===== src/mod10_check_digit_append_macros.svh =====
// ----------------------------------------------------------------------------
// mod10_check_digit_append assertion macros
// Shared forms for the concurrent checks in the check digit block.
// ----------------------------------------------------------------------------
`ifndef MOD10_CHECK_DIGIT_APPEND_MACROS_SVH
`define MOD10_CHECK_DIGIT_APPEND_MACROS_SVH

// Same-cycle implication, sampled on clk and disabled during reset.
`define MCDA_ASSERT_IMP(name, ante, cons, msg) \
  name: assert property (@(posedge clk) disable iff (rst) (ante) |-> (cons)) \
    else $error(msg);

// Next-cycle implication, sampled on clk and disabled during reset.
`define MCDA_ASSERT_NXT(name, ante, cons, msg) \
  name: assert property (@(posedge clk) disable iff (rst) (ante) |=> (cons)) \
    else $error(msg);

`endif


===== src/mcda_pkg.sv =====
// ----------------------------------------------------------------------------
// mcda_pkg
// Widths, reciprocal constants and digit helpers for the check digit block.
// ----------------------------------------------------------------------------
package mcda_pkg;

  localparam int SN_W    = 24;
  localparam int EXT_W   = 27;
  localparam int CHK_W   = 4;
  localparam int LOW_W   = 24;
  localparam int Q_W     = 14;  // low seven digits divided by 1000, up to 9999
  localparam int R_W     = 10;  // remainder by 1000
  localparam int PAIR_W  = 7;   // two decimal digits
  localparam int SUM_W   = 6;   // weighted digit sum, at most 63
  localparam int NUM_STAGES = 8;

  localparam logic [SN_W-1:0]  SEVEN_DIGIT_LIMIT = SN_W'(10000000);
  localparam logic [20:0]      RECIP_1000  = 21'd1073741;  // floor(2^30 / 1000)
  localparam logic [10:0]      THOUSAND    = 11'd1000;
  localparam logic [12:0]      RECIP_100_Q = 13'd5243;     // ceil(2^19 / 100)
  localparam logic [5:0]       RECIP_100_R = 6'd41;        // ceil(2^12 / 100)
  localparam logic [6:0]       HUNDRED     = 7'd100;
  localparam logic [6:0]       TENS_RECIP  = 7'd103;       // ceil(2^10 / 10)
  localparam logic [CHK_W-1:0] RADIX       = CHK_W'(10);

  // Which digit of a pair carries the weight of three.
  localparam logic TRIPLE_HI = 1'b1;
  localparam logic TRIPLE_LO = 1'b0;

  // Tens digit of a value below 100.
  function automatic logic [3:0] tens_of(input logic [PAIR_W-1:0] v);
    logic [13:0] p;
    p = 14'(v) * 14'(TENS_RECIP);
    return p[13:10];
  endfunction

  // Decimal digit sum of three times a digit.
  function automatic logic [3:0] ds3(input logic [3:0] d);
    logic [3:0] s;
    case (d)
      4'd0:    s = 4'd0;
      4'd1:    s = 4'd3;
      4'd2:    s = 4'd6;
      4'd3:    s = 4'd9;
      4'd4:    s = 4'd3;
      4'd5:    s = 4'd6;
      4'd6:    s = 4'd9;
      4'd7:    s = 4'd3;
      4'd8:    s = 4'd6;
      4'd9:    s = 4'd9;
      default: s = 4'd0;
    endcase
    return s;
  endfunction

  // Weighted digit sum of a two-digit pair, one digit weighted by three.
  function automatic logic [4:0] pair_wsum(input logic [PAIR_W-1:0] v,
                                           input logic hi_triple);
    logic [3:0] hi;
    logic [3:0] lo;
    logic [3:0] whi;
    logic [3:0] wlo;
    hi  = tens_of(v);
    lo  = 4'(v - PAIR_W'(7'(hi) * 7'(RADIX)));
    whi = hi_triple ? ds3(hi) : hi;
    wlo = hi_triple ? lo : ds3(lo);
    return 5'(whi) + 5'(wlo);
  endfunction

endpackage


===== src/mod10_check_digit_append.sv =====
// Throughput: one transaction per cycle while m_tready does not stall the output,
// through an eight-register pipeline.
// Each stage moves on when it is empty or its successor moves, so bubbles close up.
// Reset (rst, synchronous) clears all stage valid bits; no payload is reset.
// ----------------------------------------------------------------------------
// mod10_check_digit_append
// Appends a weight 1-3 mod-10 check digit to the low seven decimal digits.
// ----------------------------------------------------------------------------
`include "mod10_check_digit_append_macros.svh"

module mod10_check_digit_append (
  input  logic                     clk,
  input  logic                     rst,
  input  logic                     s_tvalid,
  output logic                     s_tready,
  input  logic [mcda_pkg::SN_W-1:0] s_tdata,  // [23:0] serial_number
  output logic                     m_tvalid,
  input  logic                     m_tready,
  output logic [31:0]              m_tdata,   // [26:0] extended_number,
                                              // [30:27] check_digit, [31] zero
  output logic                     m_tuser    // [0] too_many_digits
);
  import mcda_pkg::*;

  logic [NUM_STAGES-1:0] vld;
  logic [NUM_STAGES-1:0] rdy;
  logic [NUM_STAGES-1:0] ld;

  // Stage payloads
  logic [SN_W-1:0]   sn;
  logic [LOW_W-1:0]  low7 [1:6];
  logic [6:1]        ovf;
  logic [Q_W-1:0]    q_est;
  logic [Q_W-1:0]    q_div;
  logic [R_W-1:0]    r_div;
  logic [Q_W-1:0]    q_carry;
  logic [R_W-1:0]    r_carry;
  logic [PAIR_W-1:0] a_pair;
  logic [3:0]        b_digit;
  logic [PAIR_W-1:0] a_pair5;
  logic [3:0]        b_digit5;
  logic [PAIR_W-1:0] c_pair;
  logic [PAIR_W-1:0] d_pair;
  logic [SUM_W-1:0]  wsum;
  logic [EXT_W-1:0]  ext_number;
  logic [CHK_W-1:0]  check_digit;
  logic              too_many;

  // Combinational stage logic
  logic              over_next;
  logic [LOW_W-1:0]  low7_next;
  logic [43:0]       prod_q;
  logic [10:0]       rem_raw;
  logic              rem_fix;
  logic [25:0]       prod_a;
  logic [15:0]       prod_b;
  logic [SUM_W-1:0]  wsum_next;
  logic [3:0]        sum_tens;
  logic [CHK_W-1:0]  sum_mod;
  logic [CHK_W-1:0]  check_next;

  // Ready chain: a stage can load when it is empty or its content moves on.
  always_comb begin
    rdy[NUM_STAGES-1] = !vld[NUM_STAGES-1] || m_tready;
    for (int i = NUM_STAGES - 2; i >= 0; i--) begin
      rdy[i] = !vld[i] || rdy[i+1];
    end
    ld[0] = rdy[0] && s_tvalid;
    for (int i = 1; i < NUM_STAGES; i++) begin
      ld[i] = rdy[i] && vld[i-1];
    end
  end

  always_ff @(posedge clk) begin
    if (rst) begin
      vld <= '0;
    end else begin
      if (rdy[0]) begin
        vld[0] <= s_tvalid;
      end
      for (int i = 1; i < NUM_STAGES; i++) begin
        if (rdy[i]) begin
          vld[i] <= vld[i-1];
        end
      end
    end
  end

  // Input is below twice the limit, so one subtract brings it to seven digits.
  assign over_next = (sn >= SEVEN_DIGIT_LIMIT);
  assign low7_next = over_next ? sn - SEVEN_DIGIT_LIMIT : sn;

  // The floor reciprocal may fall one short; the remainder step corrects it.
  assign prod_q  = 44'(low7[1]) * 44'(RECIP_1000);
  assign rem_raw = low7[2][10:0] - 11'(25'(q_est) * 25'(THOUSAND));
  assign rem_fix = (rem_raw >= THOUSAND);

  assign prod_a = 26'(q_div) * 26'(RECIP_100_Q);
  assign prod_b = 16'(r_div) * 16'(RECIP_100_R);

  // Digits, most significant first: a_pair = d0 d1, c_pair = d2 d3,
  // b_digit = d4, d_pair = d5 d6. Weights 1 3 1 3 1 3 1.
  assign wsum_next = SUM_W'(pair_wsum(a_pair5, TRIPLE_LO))
                   + SUM_W'(pair_wsum(c_pair, TRIPLE_LO))
                   + SUM_W'(b_digit5)
                   + SUM_W'(pair_wsum(d_pair, TRIPLE_HI));

  assign sum_tens   = tens_of(PAIR_W'(wsum));
  assign sum_mod    = CHK_W'(PAIR_W'(wsum) - PAIR_W'(7'(sum_tens) * 7'(RADIX)));
  assign check_next = (sum_mod == '0) ? '0 : RADIX - sum_mod;

  always_ff @(posedge clk) begin
    if (ld[0]) begin
      sn <= s_tdata;
    end
    if (ld[1]) begin
      low7[1] <= low7_next;
      ovf[1]  <= over_next;
    end
    for (int k = 2; k <= 6; k++) begin
      if (ld[k]) begin
        low7[k] <= low7[k-1];
        ovf[k]  <= ovf[k-1];
      end
    end
    if (ld[2]) begin
      q_est <= prod_q[43:30];
    end
    if (ld[3]) begin
      q_div <= q_est + Q_W'(rem_fix);
      r_div <= rem_fix ? R_W'(rem_raw - THOUSAND) : R_W'(rem_raw);
    end
    if (ld[4]) begin
      a_pair  <= prod_a[25:19];
      b_digit <= prod_b[15:12];
      q_carry <= q_div;
      r_carry <= r_div;
    end
    if (ld[5]) begin
      a_pair5  <= a_pair;
      b_digit5 <= b_digit;
      c_pair   <= q_carry[PAIR_W-1:0] - PAIR_W'(7'(a_pair) * HUNDRED);
      d_pair   <= r_carry[PAIR_W-1:0] - PAIR_W'(7'(b_digit) * HUNDRED);
    end
    if (ld[6]) begin
      wsum <= wsum_next;
    end
    if (ld[7]) begin
      ext_number  <= EXT_W'(low7[6]) * EXT_W'(RADIX) + EXT_W'(check_next);
      check_digit <= check_next;
      too_many    <= ovf[6];
    end
  end

  assign s_tready = rdy[0];
  assign m_tvalid = vld[NUM_STAGES-1];
  assign m_tdata  = {1'b0, check_digit, ext_number};
  assign m_tuser  = too_many;

  `MCDA_ASSERT_IMP(a_check_range, m_tvalid, check_digit < RADIX, "check digit above nine")
  `MCDA_ASSERT_IMP(a_rem_range, vld[3], r_div < R_W'(THOUSAND), "remainder out of range")
  `MCDA_ASSERT_IMP(a_pair_range, vld[5], (c_pair < HUNDRED) && (d_pair < HUNDRED), "pair above 99")
  `MCDA_ASSERT_IMP(a_ready_empty, !m_tvalid, s_tready, "input stalled with output empty")
  `MCDA_ASSERT_NXT(a_capture, s_tvalid && s_tready, vld[0], "accepted transaction not captured")

endmodule


===== config.mk =====
export PLATFORM = sky130hd
export DESIGN_NAME = mod10_check_digit_append
export DESIGN_NICKNAME = d
export VERILOG_FILES = /design/src/mcda_pkg.sv /design/src/mod10_check_digit_append.sv
export VERILOG_INCLUDE_DIRS = /design/src /design/src/src
export SDC_FILE = /design/constraint.sdc
export NUM_CORES = 1
export LEC_CHECK = 0
export BUFFER_PORTS_ARGS = -buffer_cell sky130_fd_sc_hd__clkbuf_2
export CORE_MARGIN = 1
export CORE_UTILIZATION = 40
export DETAILED_ROUTE_END_ITERATION = 6
export SETUP_SLACK_MARGIN = 0.02
export SKIP_CTS_REPAIR_TIMING = 1
export SLEW_MARGIN = 5
export SYNTH_ARGS = -nofsm -noshare
export SYNTH_HDL_FRONTEND = slang
export SYNTH_SLANG_ARGS = --single-unit

===== constraint.sdc =====
create_clock -name clk -period 9.3 [get_ports clk]
set_input_delay 1.395 -clock clk [delete_from_list [all_inputs] [get_ports clk]]
set_output_delay 1.395 -clock clk [all_outputs]
set_load 0.01 [all_outputs]

# Word-level counts from Yosys, hierarchy flattened
# Memories as Yosys holds them, arrays and structs flattened.
# Cells that the tools add are included.
# word_totals
register_bits	164
ramBits	144
romBits	192
inputBits	28
n_memories	4
# memory_table
name	depth	width	read_ports	rd_ports_with_merged_regs	write_ports	line	text
low7	6	24	6	0	6	mod10_check_digit_append.sv:31	logic [LOW_W-1:0] low7 [1:6];
(name not given)	16	4	1	0	0	mcda_pkg.sv:40	case (d)
(name not given)	16	4	1	0	0	mcda_pkg.sv:40	
(name not given)	16	4	1	0	0	mcda_pkg.sv:40	
# classes
add_sub_neg	18
mul	15
magnitude_cmp	2
mux	15
n_reduce_logical	25
# op_table
cell	n
multiplier 24 x 21 -> 44 bit (second input constant)	1
multiplier 7 x 7 -> 14 bit (second input constant)	3
adder 27 x 4 -> 27 bit	1
multiplier 14 x 13 -> 26 bit (second input constant)	1
multiplier 24 x 3 -> 26 bit (second input constant)	1
greater-or-equal comparator 24 bit (second input constant)	1
2-to-1 mux 24 bit	1
subtractor 24 bit (second input constant)	1
multiplier 10 x 6 -> 16 bit (second input constant)	1
subtractor 4 bit	4
adder 4 x 4 -> 5 bit	3
adder 14 x 1 -> 14 bit	1
multiplier 14 x 7 -> 8 bit (second input constant)	1
subtractor 7 bit	2
multiplier 6 x 7 -> 13 bit (second input constant)	1
multiplier 4 x 3 -> 3 bit (second input constant)	3
2-to-1 mux 1 bit	12
greater-or-equal comparator 11 x 10 -> 1 bit (second input constant)	1
subtractor 11 bit	1
2-to-1 mux 10 bit	1
subtractor 10 bit (second input constant)	1
logical AND 1 bit	8
zero test 1 bit	8
logical OR 1 bit	8
other kinds (9)	9

# Logic depth before layout (Yosys ltp)
# Gate-level depths: netlist (run 1).
# logic_depth
ltp_word	11
mapped_depth	33
depth_no_buf	33

# Worst setup path after synthesis (run 1)
# OpenSTA, ideal clock, no wires.
# synth_timing
path_type	reg2reg
from	register c_pair[0]
to	register wsum[5] (data pin)
setup_time_ns	0.259
arrival_ns	7.694
required_ns	9.041
path_slack_ns	1.347
path_stages_with_launch	33
path_buffers	0
synth_period_minus_slack_ns	7.953
path_cell_list	edfxtp_1 > ha_1 > ha_1 > inv_1 > fa_1 > fa_1 > inv_1 > ha_1 > and3_1 > a21oi_1 > o21ai_0 > o22a_1 > and2_1 > nor2_1 > xnor2_1 > xnor2_1 > ha_1 > a31oi_1 > o211ai_1 > xnor2_1 > nor2_1 > a211oi_1 > fa_1 > inv_1 > fa_1 > fa_1 > inv_1 > fa_1 > inv_1 > fa_1 > a21o_1 > a21oi_1 > xnor2_1
# synth_via
elab_chain_cells	8
# synth_lines
item	line	text
start: declaration	mod10_check_digit_append.sv:42	logic [PAIR_W-1:0] c_pair;
start signal: assignment	mod10_check_digit_append.sv:142	c_pair <= q_carry[PAIR_W-1:0] - PAIR_W'(7'(a_pair) * HUNDRED);
multiplier 7 x 7 -> 14 bit	mcda_pkg.sv:33	p = 14'(v) * 14'(TENS_RECIP);
multiplier 4 x 3 -> 3 bit	mcda_pkg.sv:64	lo = 4'(v - PAIR_W'(7'(hi) * 7'(RADIX)));
subtractor 4 bit	mcda_pkg.sv:64	
memory read (16 x 4 bit)	n/a	
adder 4 x 4 -> 5 bit (*)	mcda_pkg.sv:67	return 5'(whi) + 5'(wlo);
adder 5 x 5 -> 6 bit (*)	mod10_check_digit_append.sv:104	+ SUM_W'(pair_wsum(c_pair, TRIPLE_LO))
adder 6 x 4 -> 6 bit (*)	mod10_check_digit_append.sv:105	+ SUM_W'(b_digit5)
adder 6 x 5 -> 6 bit (*)	mod10_check_digit_append.sv:106	+ SUM_W'(pair_wsum(d_pair, TRIPLE_HI));
net wsum_next[5]	mod10_check_digit_append.sv:57	logic [SUM_W-1:0] wsum_next;
end signal: assignment	mod10_check_digit_append.sv:146	wsum <= wsum_next;
end: declaration	mod10_check_digit_append.sv:44	logic [SUM_W-1:0] wsum;
# Mark *: on every way through the listed nets, which the timed path passes. The rest lies on a longest branch.
# A chain may end at the register's enable or synchronous reset.

# Worst setup path in the final report (run 1)
# Ends and elaborated chain as after synthesis.

==> results of run 1 <==
## power by group through the flow
stage / logic [mW] / registers (mW) / clock network [mW]
floorplan: 6.37 / 2.00 / 0
global placement: 7.62 / 2.04 / 0
detailed placement: 7.74 / 2.04 / 0
CTS: 7.83 / 2.01 / 1.43
global route: 8.84 / 2.01 / 1.48
finish: 7.65 / 2.00 / 1.38
## metrics by stage
stage	total power [mW]	setup slack [ps]	hold slack, ps
after floorplan	8.375	1347	400.3
after global placement	9.664	893.0	400.7
after detailed placement	9.779	645.4	404.5
after CTS	11.28	605.7	392.8
after global routing	12.32	194.5	413.3
final	11.04	593.4	401.2
## registers in the layout, indices dropped and copies added, names as in the netlist
signal and cells:
sn 24, q_div 14, check_digit 3, q_carry 7, vld 8, ext_number 27, c_pair 7, m_tuser 1
a_pair5 7, b_digit 4, b_digit5 4, wsum 6, q_est 14, d_pair 7, low7 136, ovf 6
a_pair 7, r_div 10, r_carry 7
## layout by cell type (no fill, tap or decap), types with 10 or more instances in the layout
cell / instances
inv_1: 510
a21o_1: 49
fa_1: 238
nor3_1: 23
xor2_1: 55
ha_1: 598
nand4_1: 12
nand2_1: 63
and3_1: 14
xnor2_1: 108
clkbuf_2: 61
a21oi_1: 91
nand3_1: 20
clkbuf_16: 38
nor2_1: 69
o21ai_0: 40
edfxtp_1: 291
clkinv_1: 10
o21a_1: 18
## worst max-delay path by stage
stage	from	to	slack (ps)
5_1_grt	c_pair[0]	wsum[5]	190
3_5_place_dp	c_pair[0]	wsum[5]	650
3_3_place_gp	c_pair[0]	wsum[5]	890
2_1_floorplan	c_pair[0]	wsum[5]	1350
6_report	c_pair[0]	wsum[5]	590
4_1_cts	c_pair[0]	wsum[5]	610
## area by class of cell
cell class                      count  area (um2)  area share
Clock buffer                       44       973.4     0.03181
Clock inverter                     22       192.7    0.006297
Inverter                          511        1918     0.06269
Multi-Input combinational cell   1558       17100      0.5589
Sequential cell                   299        8899      0.2908
Tap cell                          931        1165     0.03807
Timing Repair Buffer               67       350.3     0.01145
## worst reg2reg max path, delay by kind of cell (launching register included)
kind,cells,cell delay (ps)
buffers and inverters,5,310
DFF,1,540
adders and majority gates,11,4610
and+or+nand+nor,4,630
xor gates and xnor gates,4,940
AOI/OAI and AO/OA,8,1430
## layer usage
metal	GRT usage	up-vias
li1	-	8280
met1	0.1959	8154
met5	0	-
met4	0.03448	0
met3	0.02292	53
met2	0.2624	159
## cells by family after synthesis
group / Yosys count / synth area share
adder cells (fa/ha/maj): 836 / 0.4389
flip-flops: 299 / 0.3189
AND/OR/NAND/NOR: 266 / 0.04811
XOR/XNOR: 164 / 0.05197
buffers and inverters: 519 / 0.07031
other: 1 / 0.0001344
multiplexers: 8 / 0.002870
AO/OA/AOI/OAI: 283 / 0.06879
==> PnR_summary.wiki, run 1 <==
{| class="wikitable"
! Metric !! Value
|-
| Worst min-delay path endpoint || d_pair[0]
|-
| Routed wire length || 50820 um
|-
| H-tree levels || 2
|-
| 1st-iter DRT viols || 565
|-
| Reg power frac || 0.182
|-
| Antenna violations before repair || 0
|-
| Result of the run || finished, final reports clean
|-
| Hold path depth || 0
|-
| Dpl cell area || between 0.02 and 0.03 mm2
|-
| Length of routed met3 wiring || 1536 um
|-
| Final worst-path cycle share || 0.9362
|-
| Clock transition at the registers of the reported paths || 60 ps
|-
| Die width || between 200 and 300 um
|-
| Sum of negative setup slack || 0 ps
|-
| Share of synthesized area occupied by flip-flops and latches || 0.3189
|-
| Number of enable-type register cells in the synthesized netlist || 291
|-
| Highest Signal Layer || met4
|-
| Pwr/cell area || 360.7 mW/mm2
|-
| Std-Cell Rows || 96
|-
| Via total after detailed routing || 16650
|-
| Proportion of layout cells with a drive suffix above 1 || 0.06158
|-
| Detailed-route wire length per cell || between 10 and 15 um
|-
| Clock network fraction of design power || 0.125
|-
| Syn Nets || roughly 3200
|-
| Post-synthesis instance area || approximately 0.028 mm2
|-
| Yosys synthesis warning count || 0
|-
| Clock sinks || 299
|-
| Kind of end point of the critical path || register
|-
| Kind of start point of the critical path || register
|-
| Sum of routed wire segments on met1 || 23620 um
|-
| Setup violators final || 0
|-
| Drc violations || 0
|-
| Final clock skew || 30.59 ps
|-
| Area of all placed cells without fillers || 0.03060 mm2
|-
| Sum of buffers and inverters on the critical path || 5
|-
| Combinational share of power || 0.693
|-
| Final net count || 3338
|-
| Total Die Area || between 0.07 and 0.08 mm2
|-
| Most used standard cells in the synthesized netlist || 598 x ha_1, 510 x inv_1, 291 x edfxtp_1
|-
| Critical-path maximum fanout || 9
|-
| Transition at the pin with the smallest max-transition slack || 1117 ps
|-
| Post-synthesis area per instance || 11.74 um2
|-
| Via/cell ratio || 4.850
|-
| Weighted congestion at the end of routability-driven global placement || 0.8813
|-
| Layout fillers || 6333
|-
| Number of nets with antenna violations after routing || 0
|-
| Final core area utilization || 0.4446
|-
| Mapped Cells || 2376
|-
| R2R Path End || wsum[5]
|-
| Kind of cell adding the most delay to the critical path || adder cells
|-
| Max cap viols || 0
|-
| Worst-skew pair later-pin latency || ~560 ps
|-
| Starting density of the core || 0.4054
|-
| Dominant cell type by area after synthesis || edfxtp_1
|-
| Placed Instances || 3366
|-
| Slew HR || 0.2535
|-
| Number of cells on the worst reg-to-reg path || 32
|-
| Peak supply drop || 0.4688 mV
|-
| Highest clock rate || ~110 MHz
|-
| Most common cell in the netlist || ha_1
|-
| R2R setup slack || ~590 ps
|-
| Library cell appearing most often on the critical path || fa_1
|-
| Die Height || roughly 270 um
|-
| Critical path arrival || 9010 ps
|-
| Worst setup path category || reg -> reg
|-
| Data required time at the worst endpoint || about 9600 ps
|-
| Number of pins exceeding their max-slew limit in the final report || 0
|-
| Path category of the worst min-delay check || reg -> reg
|-
| Global-route wire length before repair || 86060 um
|-
| Core area || 0.06883 mm2
|-
| Share of flip-flops with an asynchronous set or reset || 0
|-
| Antenna diode instance count || 0
|-
| Top-area cell type share of the netlist area || 0.3132
|-
| GR Overflow Total || 0
|-
| Number of global-route vias before repair || 17840
|-
| Slowest cell delay on critical path || 560 ps
|-
| Initial DRT Pass Iterations || 5
|-
| Source of the worst register-to-register timing path || c_pair[0]
|-
| Switching power share of the total || 0.4440
|-
| Pin count of the biggest net entering global routing || approximately 50
|-
| Worst path depth || 32
|-
| Final HPWL DP || 41770 um
|-
| Leak || 14.67 nW
|-
| CTS tree || done
|-
| Sw Pwr || 4.900 mW
|-
| Internal power || about 6.1 mW
|-
| CTS Root Cell || clkbuf_16
|-
| Primary flip-flop cell chosen by synthesis mapping || edfxtp_1
|-
| Hold path start || r_carry[0]
|-
| Most area-consuming cells after synthesis || edfxtp_1 31%, ha_1 27%, fa_1 17%, inv_1 6.9%, xnor2_1 3.4%
|-
| Standard cell with the maximum stage delay on the critical path || fa_1
|-
| Fin cells || 3432
|-
| Setup repair after global routing missed its margin || no
|-
| Detailed route wirelength on metal2 || roughly 25000 um
|-
| Final Critical Period || 8707 ps
|-
| Layout overhead on the synthesized area || 9.659%
|-
| I/O pin count || 63
|-
| Total global-route track usage || 0.1505
|-
| Number of buffers added by the clock tree synthesis step || 37
|-
| Number of endpoints with negative hold slack in the final report || 0
|-
| Max Root-Sink Buffers || 3
|-
| Distinct cell type count after synthesis || 76
|-
| Number of synthesized register bits || 299
|-
| Input/output buffers || 61
|}
No activity file was read; power rests on OpenSTA's default activity.
==> inputs of run 2 (changes only) <==
--- a/config.mk
+++ b/config.mk
@@ -6,6 +6,7 @@
 export SDC_FILE = /design/constraint.sdc
 export NUM_CORES = 1
 export LEC_CHECK = 0
+export ABC_AREA = 1
 export BUFFER_PORTS_ARGS = -buffer_cell sky130_fd_sc_hd__clkbuf_2
 export CORE_MARGIN = 1
 export CORE_UTILIZATION = 40
==> PnR_summary.wiki, run 2 <==
{| class="wikitable"
! Metric !! Value
|-
| Result of the run || finished, final reports clean (unchanged)
|-
| Highest clock rate || 125.8 MHz (was 114.9 MHz)
|-
| Yosys synthesis warning count || 0 (unchanged)
|-
| Detailed-route wire length per cell || 14.17 um (was 14.81 um)
|-
| Share of synthesized area occupied by flip-flops and latches || 0.2977 (was 0.3189)
|-
| Kind of end point of the critical path || register (unchanged)
|-
| Global-route wire length before repair || 98240 um (was 86060 um)
|-
| Met1 usage in global routing || 0.2195 (was 0.1959)
|-
| Pin count of the biggest net entering global routing || 49 (unchanged)
|-
| Routed wire length || 57980 um (was 50820 um)
|-
| First element of the critical path || a_pair5[5] (was c_pair[0])
|-
| Starting density of the core || 0.4069 (was 0.4054)
|-
| Input/output buffers || 61 (unchanged)
|-
| Max cap viols || 0 (unchanged)
|-
| Most used standard cells in the synthesized netlist || 679 x inv_1, 598 x ha_1, 400 x nand2_1 (was 598 x ha_1, 510 x inv_1, 291 x edfxtp_1)
|-
| Via/cell ratio || 4.790 (was 4.850)
|-
| Commonest non-fill, non-tap cell in the layout || inv_1 (was ha_1)
|-
| Die Height || 275.3 um (was 266.1 um)
|-
| Initial DRT Pass Iterations || 5 (unchanged)
|-
| Number of enable-type register cells in the synthesized netlist || 291 (unchanged)
|-
| Total Die Area || 0.07581 mm2 (was 0.07082 mm2)
|-
| Leak || 16.28 nW (was 14.67 nW)
|-
| Worst setup path category || reg -> reg (unchanged)
|-
| Worst-skew pair later-pin latency || 570 ps (was 560 ps)
|-
| H-tree levels || 2 (unchanged)
|-
| Sum of negative setup slack || 0 ps (unchanged)
|-
| Via total after detailed routing || 19600 (was 16650)
|-
| Total global-route track usage || 0.1609 (was 0.1505)
|-
| Most area-consuming cells after synthesis || edfxtp_1 29%, ha_1 25%, fa_1 16%, inv_1 8.5%, nand2_1 5.0% (was edfxtp_1 31%, ha_1 27%, fa_1 17%, inv_1 6.9%, xnor2_1 3.4%)
|-
| Slowest cell delay on critical path || 560 ps (about the same)
|-
| Final net count || 3971 (was 3338)
|-
| Data required time at the worst endpoint || 9620 ps (was 9600 ps)
|-
| Clock sinks || 299 (unchanged)
|-
| Layout overhead on the synthesized area || 9.177% (was 9.659%)
|-
| Critical-path maximum fanout || 7 (was 9)
|-
| Crit path setup slack, layout || 1353 ps (was 593.4 ps)
|-
| Final clock skew || 38.86 ps (was 30.59 ps)
|-
| Setup repair after global routing missed its margin || no (unchanged)
|-
| Post-synthesis instance area || 0.02989 mm2 (was 0.02790 mm2)
|-
| Peak supply drop || 0.4203 mV (was 0.4688 mV)
|-
| Drc violations || 0 (unchanged)
|-
| Number of synthesized register bits || 299 (unchanged)
|-
| Final Critical Period || 7947 ps (was 8707 ps)
|-
| CTS tree || done (unchanged)
|-
| Top-area cell type share of the netlist area || 0.2924 (was 0.3132)
|-
| Kind of start point of the critical path || register (unchanged)
|-
| GR Overflow Total || 0 (unchanged)
|-
| Final HPWL DP || 48430 um (was 41770 um)
|-
| Met2 Resource Use GR || 0.2734 (was 0.2624)
|-
| I/O pin count || 63 (unchanged)
|-
| Number of endpoints with negative hold slack in the final report || 0 (unchanged)
|-
| Largest regs || low7: 136 flops, ext_number: 27 flops, sn: 24 flops (unchanged)
|-
| Std-Cell Rows || 99 (was 96)
|-
| Core area || 0.07345 mm2 (was 0.06883 mm2)
|-
| Antenna diode instance count || 0 (unchanged)
|-
| Final worst-path cycle share || 0.8545 (was 0.9362)
|-
| Routing layer with the top usage in global route || met2 (unchanged)
|-
| Flip-flop count of the largest register after layout || 136 (unchanged)
|-
| CTS Root Cell || clkbuf_16 (unchanged)
|-
| Number of buffers added by the clock tree synthesis step || 37 (unchanged)
|-
| Final core area utilization || 0.4442 (was 0.4446)
|-
| Die width || 275.3 um (was 266.1 um)
|-
| Transition at the pin with the smallest max-transition slack || 1094 ps (was 1117 ps)
|-
| Weighted congestion at the end of routability-driven global placement || 0.8778 (was 0.8813)
|-
| Hold path start || low7[0][78] (was r_carry[0])
|-
| Standard cell with the maximum stage delay on the critical path || fa_1 (unchanged)
|-
| Most frequent cells in the layout || 678 x inv_1, 598 x ha_1, 400 x nand2_1 (was 598 x ha_1, 510 x inv_1, 291 x edfxtp_1)
|-
| Source of the worst register-to-register timing path || a_pair5[5] (was c_pair[0])
|-
| Max Root-Sink Buffers || 3 (unchanged)
|-
| Primary flip-flop cell chosen by synthesis mapping || edfxtp_1 (unchanged)
|-
| Pwr/cell area || 275.4 mW/mm2 (was 360.7 mW/mm2)
|-
| Proportion of layout cells with a drive suffix above 1 || 0.05490 (was 0.06158)
|-
| Critical path arrival || 8260 ps (was 9010 ps)
|-
| Path category of the worst min-delay check || reg -> reg (unchanged)
|-
| Share of flip-flops with an asynchronous set or reset || 0 (unchanged)
|-
| Mapped Cells || 3005 (was 2376)
|-
| Number of pins exceeding their max-slew limit in the final report || 0 (unchanged)
|-
| 1st-iter DRT viols || 799 (was 565)
|-
| Number of nets with antenna violations after routing || 0 (unchanged)
|-
| Met3 capacity usage during global routing || 0.01766 (was 0.02292)
|-
| Number of global-route vias before repair || 20120 (was 17840)
|-
| Register with the most flip-flops || low7 (unchanged)
|-
| Clock transition at the registers of the reported paths || 60 ps (about the same)
|-
| Fin cells || 4092 (was 3432)
|-
| Slew HR || 0.2704 (was 0.2535)
|-
| Post-synthesis area per instance || 9.945 um2 (was 11.74 um2)
|-
| Setup violators final || 0 (unchanged)
|-
| Most common cell in the netlist || inv_1 (was ha_1)
|-
| Antenna violations before repair || 0 (unchanged)
|-
| Distinct cell type count after synthesis || 48 (was 76)
|-
| Syn Nets || 3869 (was 3240)
|-
| Setup slack after placement || 1367 ps (was 645.4 ps)
|-
| Dominant cell type by area after synthesis || edfxtp_1 (unchanged)
|-
| Placed Instances || 4027 (was 3366)
|}
==> run 2: cell count changes in the layout (fill, tap and decap cells not counted), moves of 15 or more <==
cell / previous run / this run
xor2_1: 55 / 83
nand3_1: 20 / 97
nand4_1: 12 / 49
nand2_1: 63 / 400
inv_1: 510 / 678
xnor2_1: 108 / 58
o21ai_0: 40 / 67
nor2_1: 69 / 140
a21o_1: 49 / 17
a21oi_1: 91 / 135
o21a_1: 18 / 3
==> run 2: layout make-up <==
cell class              instances  area (um2)
clock inverters                22       225.2
repair buffers                 67       350.3
flip-flops and latches        299        8899
well taps                     959        1200
multi-input cells            2022       18430
inverters                     680        2552
clock buffers                  43       969.7
fillers                      7059       40830
==> run 2: where the power goes <==
part	total, mW	internal (mW)	switching (mW)
sequential	1.86	1.77	0.0932
clock	1.42	0.838	0.584
combinational	5.70	2.27	3.44
==> run 2: kinds of logic (layout without fill, tap and decap cells) <==
family	count (synthesis)	in the layout	share of synthesized area
xor gates and xnor gates	143	143	0.04241
buffers and inverters	684	812	0.08620
adders and majority gates	836	836	0.4098
other	1	1	0.0001255
AOI/OAI and AO/OA	275	275	0.05183
DFF	299	299	0.2977
and+or+nand+nor	767	767	0.1119
==> run 2: path summary, 6_finish.rpt <==
kind                   to  slack, ps  cells past startpoint
min reg2reg  low7[0][102]        390                      0
max reg2reg       wsum[5]       1350                     35
min          low7[0][102]        390                      0
max               wsum[5]       1350                     35
==> run 2: metrics by stage <==
stage / cell area, um2 / hold slack, ps / total power [mW]
2_1_floorplan: 29890 / 400.3 / 6.374
3_3_place_gp: 31430 / 400.3 / 7.601
3_5_place_dp: 31430 / 404.5 / 7.635
4_1_cts: 32630 / 383.1 / 9.142
5_1_grt: 32630 / 386.7 / 10.14
6_report: 32630 / 389.0 / 8.985
==> run 2: critical path, delay by kind of cell, from the launching register on <==
family | cells | cell delay, ps
compound gates | 2 | 280
xor+xnor | 2 | 320
fa+ha+maj | 12 | 4980
buf+inv | 7 | 440
flops | 1 | 440
simple gates | 12 | 1240
==> run 2: metal layers <==
layer,wire length (um),part of all wire,vias up
met1,27890,0.48,9247
met4,1200,0.021,0
li1,-,-,10070
met3,1662,0.029,69
met2,27220,0.47,215
met5,0,0,-
==> inputs of run 3 (changes only) <==
--- a/config.mk
+++ b/config.mk
@@ -8,9 +8,12 @@
 export LEC_CHECK = 0
 export ABC_AREA = 1
 export BUFFER_PORTS_ARGS = -buffer_cell sky130_fd_sc_hd__clkbuf_2
+export CELL_PAD_IN_SITES_DETAIL_PLACEMENT = 1
+export CELL_PAD_IN_SITES_GLOBAL_PLACEMENT = 2
 export CORE_MARGIN = 1
 export CORE_UTILIZATION = 40
 export DETAILED_ROUTE_END_ITERATION = 6
+export PLACE_DENSITY_LB_ADDON = 0.1
 export SETUP_SLACK_MARGIN = 0.02
 export SKIP_CTS_REPAIR_TIMING = 1
 export SLEW_MARGIN = 5
==> PnR_summary.wiki, run 3 (synthesized netlist as in run 2, its figures left out) <==
{| class="wikitable"
! Metric !! Value
|-
| Result of the run || finished, final reports clean (unchanged)
|-
| Commonest non-fill, non-tap cell in the layout || inv_1 (unchanged)
|-
| Final net count || 3969 (was 3971)
|-
| Antenna violations before repair || 0 (unchanged)
|-
| Hold path depth || 0 (unchanged)
|-
| Total global-route track usage || 0.1888 (was 0.1609)
|-
| Area of all placed cells without fillers || 0.03252 mm2 (was 0.03263 mm2)
|-
| Setup violators final || 0 (unchanged)
|-
| Number of nets with antenna violations after routing || 0 (unchanged)
|-
| Sum of buffers and inverters on the critical path || 7 (unchanged)
|-
| Standard cell with the maximum stage delay on the critical path || fa_1 (unchanged)
|-
| Source of the worst register-to-register timing path || a_pair5[5] (unchanged)
|-
| Number of global-route vias before repair || 22270 (was 20120)
|-
| Worst min-delay path endpoint || low7[0][147] (was low7[0][102])
|-
| Register with the most flip-flops || low7 (unchanged)
|-
| Routed wire length || 69230 um (was 57980 um)
|-
| Largest regs || low7: 136 flops, ext_number: 27 flops, sn: 24 flops (unchanged)
|-
| Die width || 275.3 um (unchanged)
|-
| Worst setup path category || reg -> reg (unchanged)
|-
| Final HPWL DP || 59090 um (was 48430 um)
|-
| Most frequent cells in the layout || 678 x inv_1, 598 x ha_1, 400 x nand2_1 (unchanged)
|-
| Antenna diode instance count || 0 (unchanged)
|-
| Input/output buffers || 61 (unchanged)
|-
| Clock sinks || 299 (unchanged)
|-
| Initial DRT Pass Iterations || 4 (was 5)
|-
| I/O pin count || 63 (unchanged)
|-
| H-tree levels || 2 (unchanged)
|-
| R2R setup slack || 1250 ps (was 1350 ps)
|-
| Std-Cell Rows || 99 (unchanged)
|-
| Pin count of the biggest net entering global routing || 49 (unchanged)
|-
| Highest clock rate || 124.2 MHz (was 125.8 MHz)
|-
| Max Root-Sink Buffers || 3 (unchanged)
|-
| Transition at the pin with the smallest max-transition slack || 1078 ps (was 1094 ps)
|-
| Via/cell ratio || 4.927 (was 4.790)
|-
| Flip-flop count of the largest register after layout || 136 (unchanged)
|-
| Critical-path maximum fanout || 7 (unchanged)
|-
| Path category of the worst min-delay check || reg -> reg (unchanged)
|-
| Worst hold slack || 415.2 ps (was 389.0 ps)
|-
| R2R Path End || wsum[5] (unchanged)
|-
| CTS tree || done (unchanged)
|-
| Number of buffers added by the clock tree synthesis step || 35 (was 37)
|-
| Detailed-route wire length per cell || 16.92 um (was 14.17 um)
|-
| Via total after detailed routing || 20160 (was 19600)
|-
| Peak supply drop || 0.3144 mV (was 0.4203 mV)
|-
| Slowest cell delay on critical path || 570 ps (was 560 ps)
|-
| Kind of cell adding the most delay to the critical path || adder cells (unchanged)
|-
| Number of endpoints with negative hold slack in the final report || 0 (unchanged)
|-
| Starting density of the core || 0.4069 (unchanged)
|-
| Setup repair after global routing missed its margin || no (unchanged)
|-
| Layout fillers || 8254 (was 7059)
|-
| Clock transition at the registers of the reported paths || 60 ps (about the same)
|-
| Number of pins exceeding their max-slew limit in the final report || 0 (unchanged)
|-
| Critical path arrival || 8320 ps (was 8260 ps)
|-
| Kind of end point of the critical path || register (unchanged)
|-
| Footprint of the flip-flops and latches || 0.008899 mm2 (unchanged)
|-
| Worst-skew pair later-pin latency || 560 ps (was 570 ps)
|-
| Proportion of layout cells with a drive suffix above 1 || 0.05524 (was 0.05490)
|-
| Global-route wire length before repair || 113300 um (was 98240 um)
|-
| Drc violations || 0 (unchanged)
|-
| Core area || 0.07345 mm2 (unchanged)
|-
| Leak || 16.24 nW (was 16.28 nW)
|-
| Final Critical Period || 8055 ps (was 7947 ps)
|-
| Die Height || 275.3 um (unchanged)
|-
| 1st-iter DRT viols || 474 (was 799)
|-
| Number of cells on the worst reg-to-reg path || 35 (unchanged)
|-
| Total Die Area || 0.07581 mm2 (unchanged)
|-
| Kind of start point of the critical path || register (unchanged)
|-
| GR Overflow Total || 0 (unchanged)
|-
| Sum of negative setup slack || 0 ps (unchanged)
|-
| Final worst-path cycle share || 0.8661 (was 0.8545)
|-
| Max cap viols || 0 (unchanged)
|-
| Dpl cell area || 0.03143 mm2 (unchanged)
|-
| First element of the critical path || a_pair5[5] (unchanged)
|-
| Combined area of the multi-input logic cells || 0.01843 mm2 (unchanged)
|-
| Weighted congestion at the end of routability-driven global placement || 0.8319 (was 0.8778)
|-
| Layout overhead on the synthesized area || 8.829% (was 9.177%)
|-
| CTS Root Cell || clkbuf_16 (unchanged)
|-
| Data required time at the worst endpoint || 9570 ps (was 9620 ps)
|-
| Pwr/cell area || 279.2 mW/mm2 (was 275.4 mW/mm2)
|-
| Slew HR || 0.2811 (was 0.2704)
|-
| Final clock skew || 40.16 ps (was 38.86 ps)
|-
| Hold path start || low7[0][123] (was low7[0][78])
|}
[run 3: worst max-delay path by stage]
stage / to / slack (ps) / cells past startpoint
after floorplan: wsum[5] / 1800 / 34
after CTS: wsum[5] / 1180 / 35
after global placement: wsum[5] / 1320 / 35
final: wsum[5] / 1250 / 35
after detailed placement: wsum[5] / 1240 / 35
after global routing: wsum[5] / 650 / 35
[run 3: routing by layer]
layer  up-vias  share of wire  track usage
met5         -              0            0
met4         0          0.018      0.04202
met3        73          0.018      0.01905
met2       157           0.51       0.3477
met1      9883           0.45       0.2365
li1      10040              -            -
[run 3: through the flow]
stage                       util  setup slack [ps]  cells  power [mW]
after global placement    0.4279              1323   4027       7.738
after CTS                 0.4428              1179   4091       9.283
after detailed placement  0.4279              1236   4027       7.908
after global routing      0.4428             651.8   4091       10.19
final                     0.4428              1245   4091       9.083
after floorplan                -              1804   3005       6.374
[run 3: where the power goes]
part	internal (mW)	switching, mW
Combinational	2.31	3.62
Clock	0.715	0.577
Sequential	1.77	0.0935
Total	4.79	4.29
[run 3: area by class of cell]
class	instances	share of cell area
multi-input combinational	2022	0.5667
sequential	299	0.2736
tap	959	0.03689
clock buffer	42	0.02804
inverter	680	0.07848
timing repair buffer	67	0.01077
clock inverter	22	0.005501
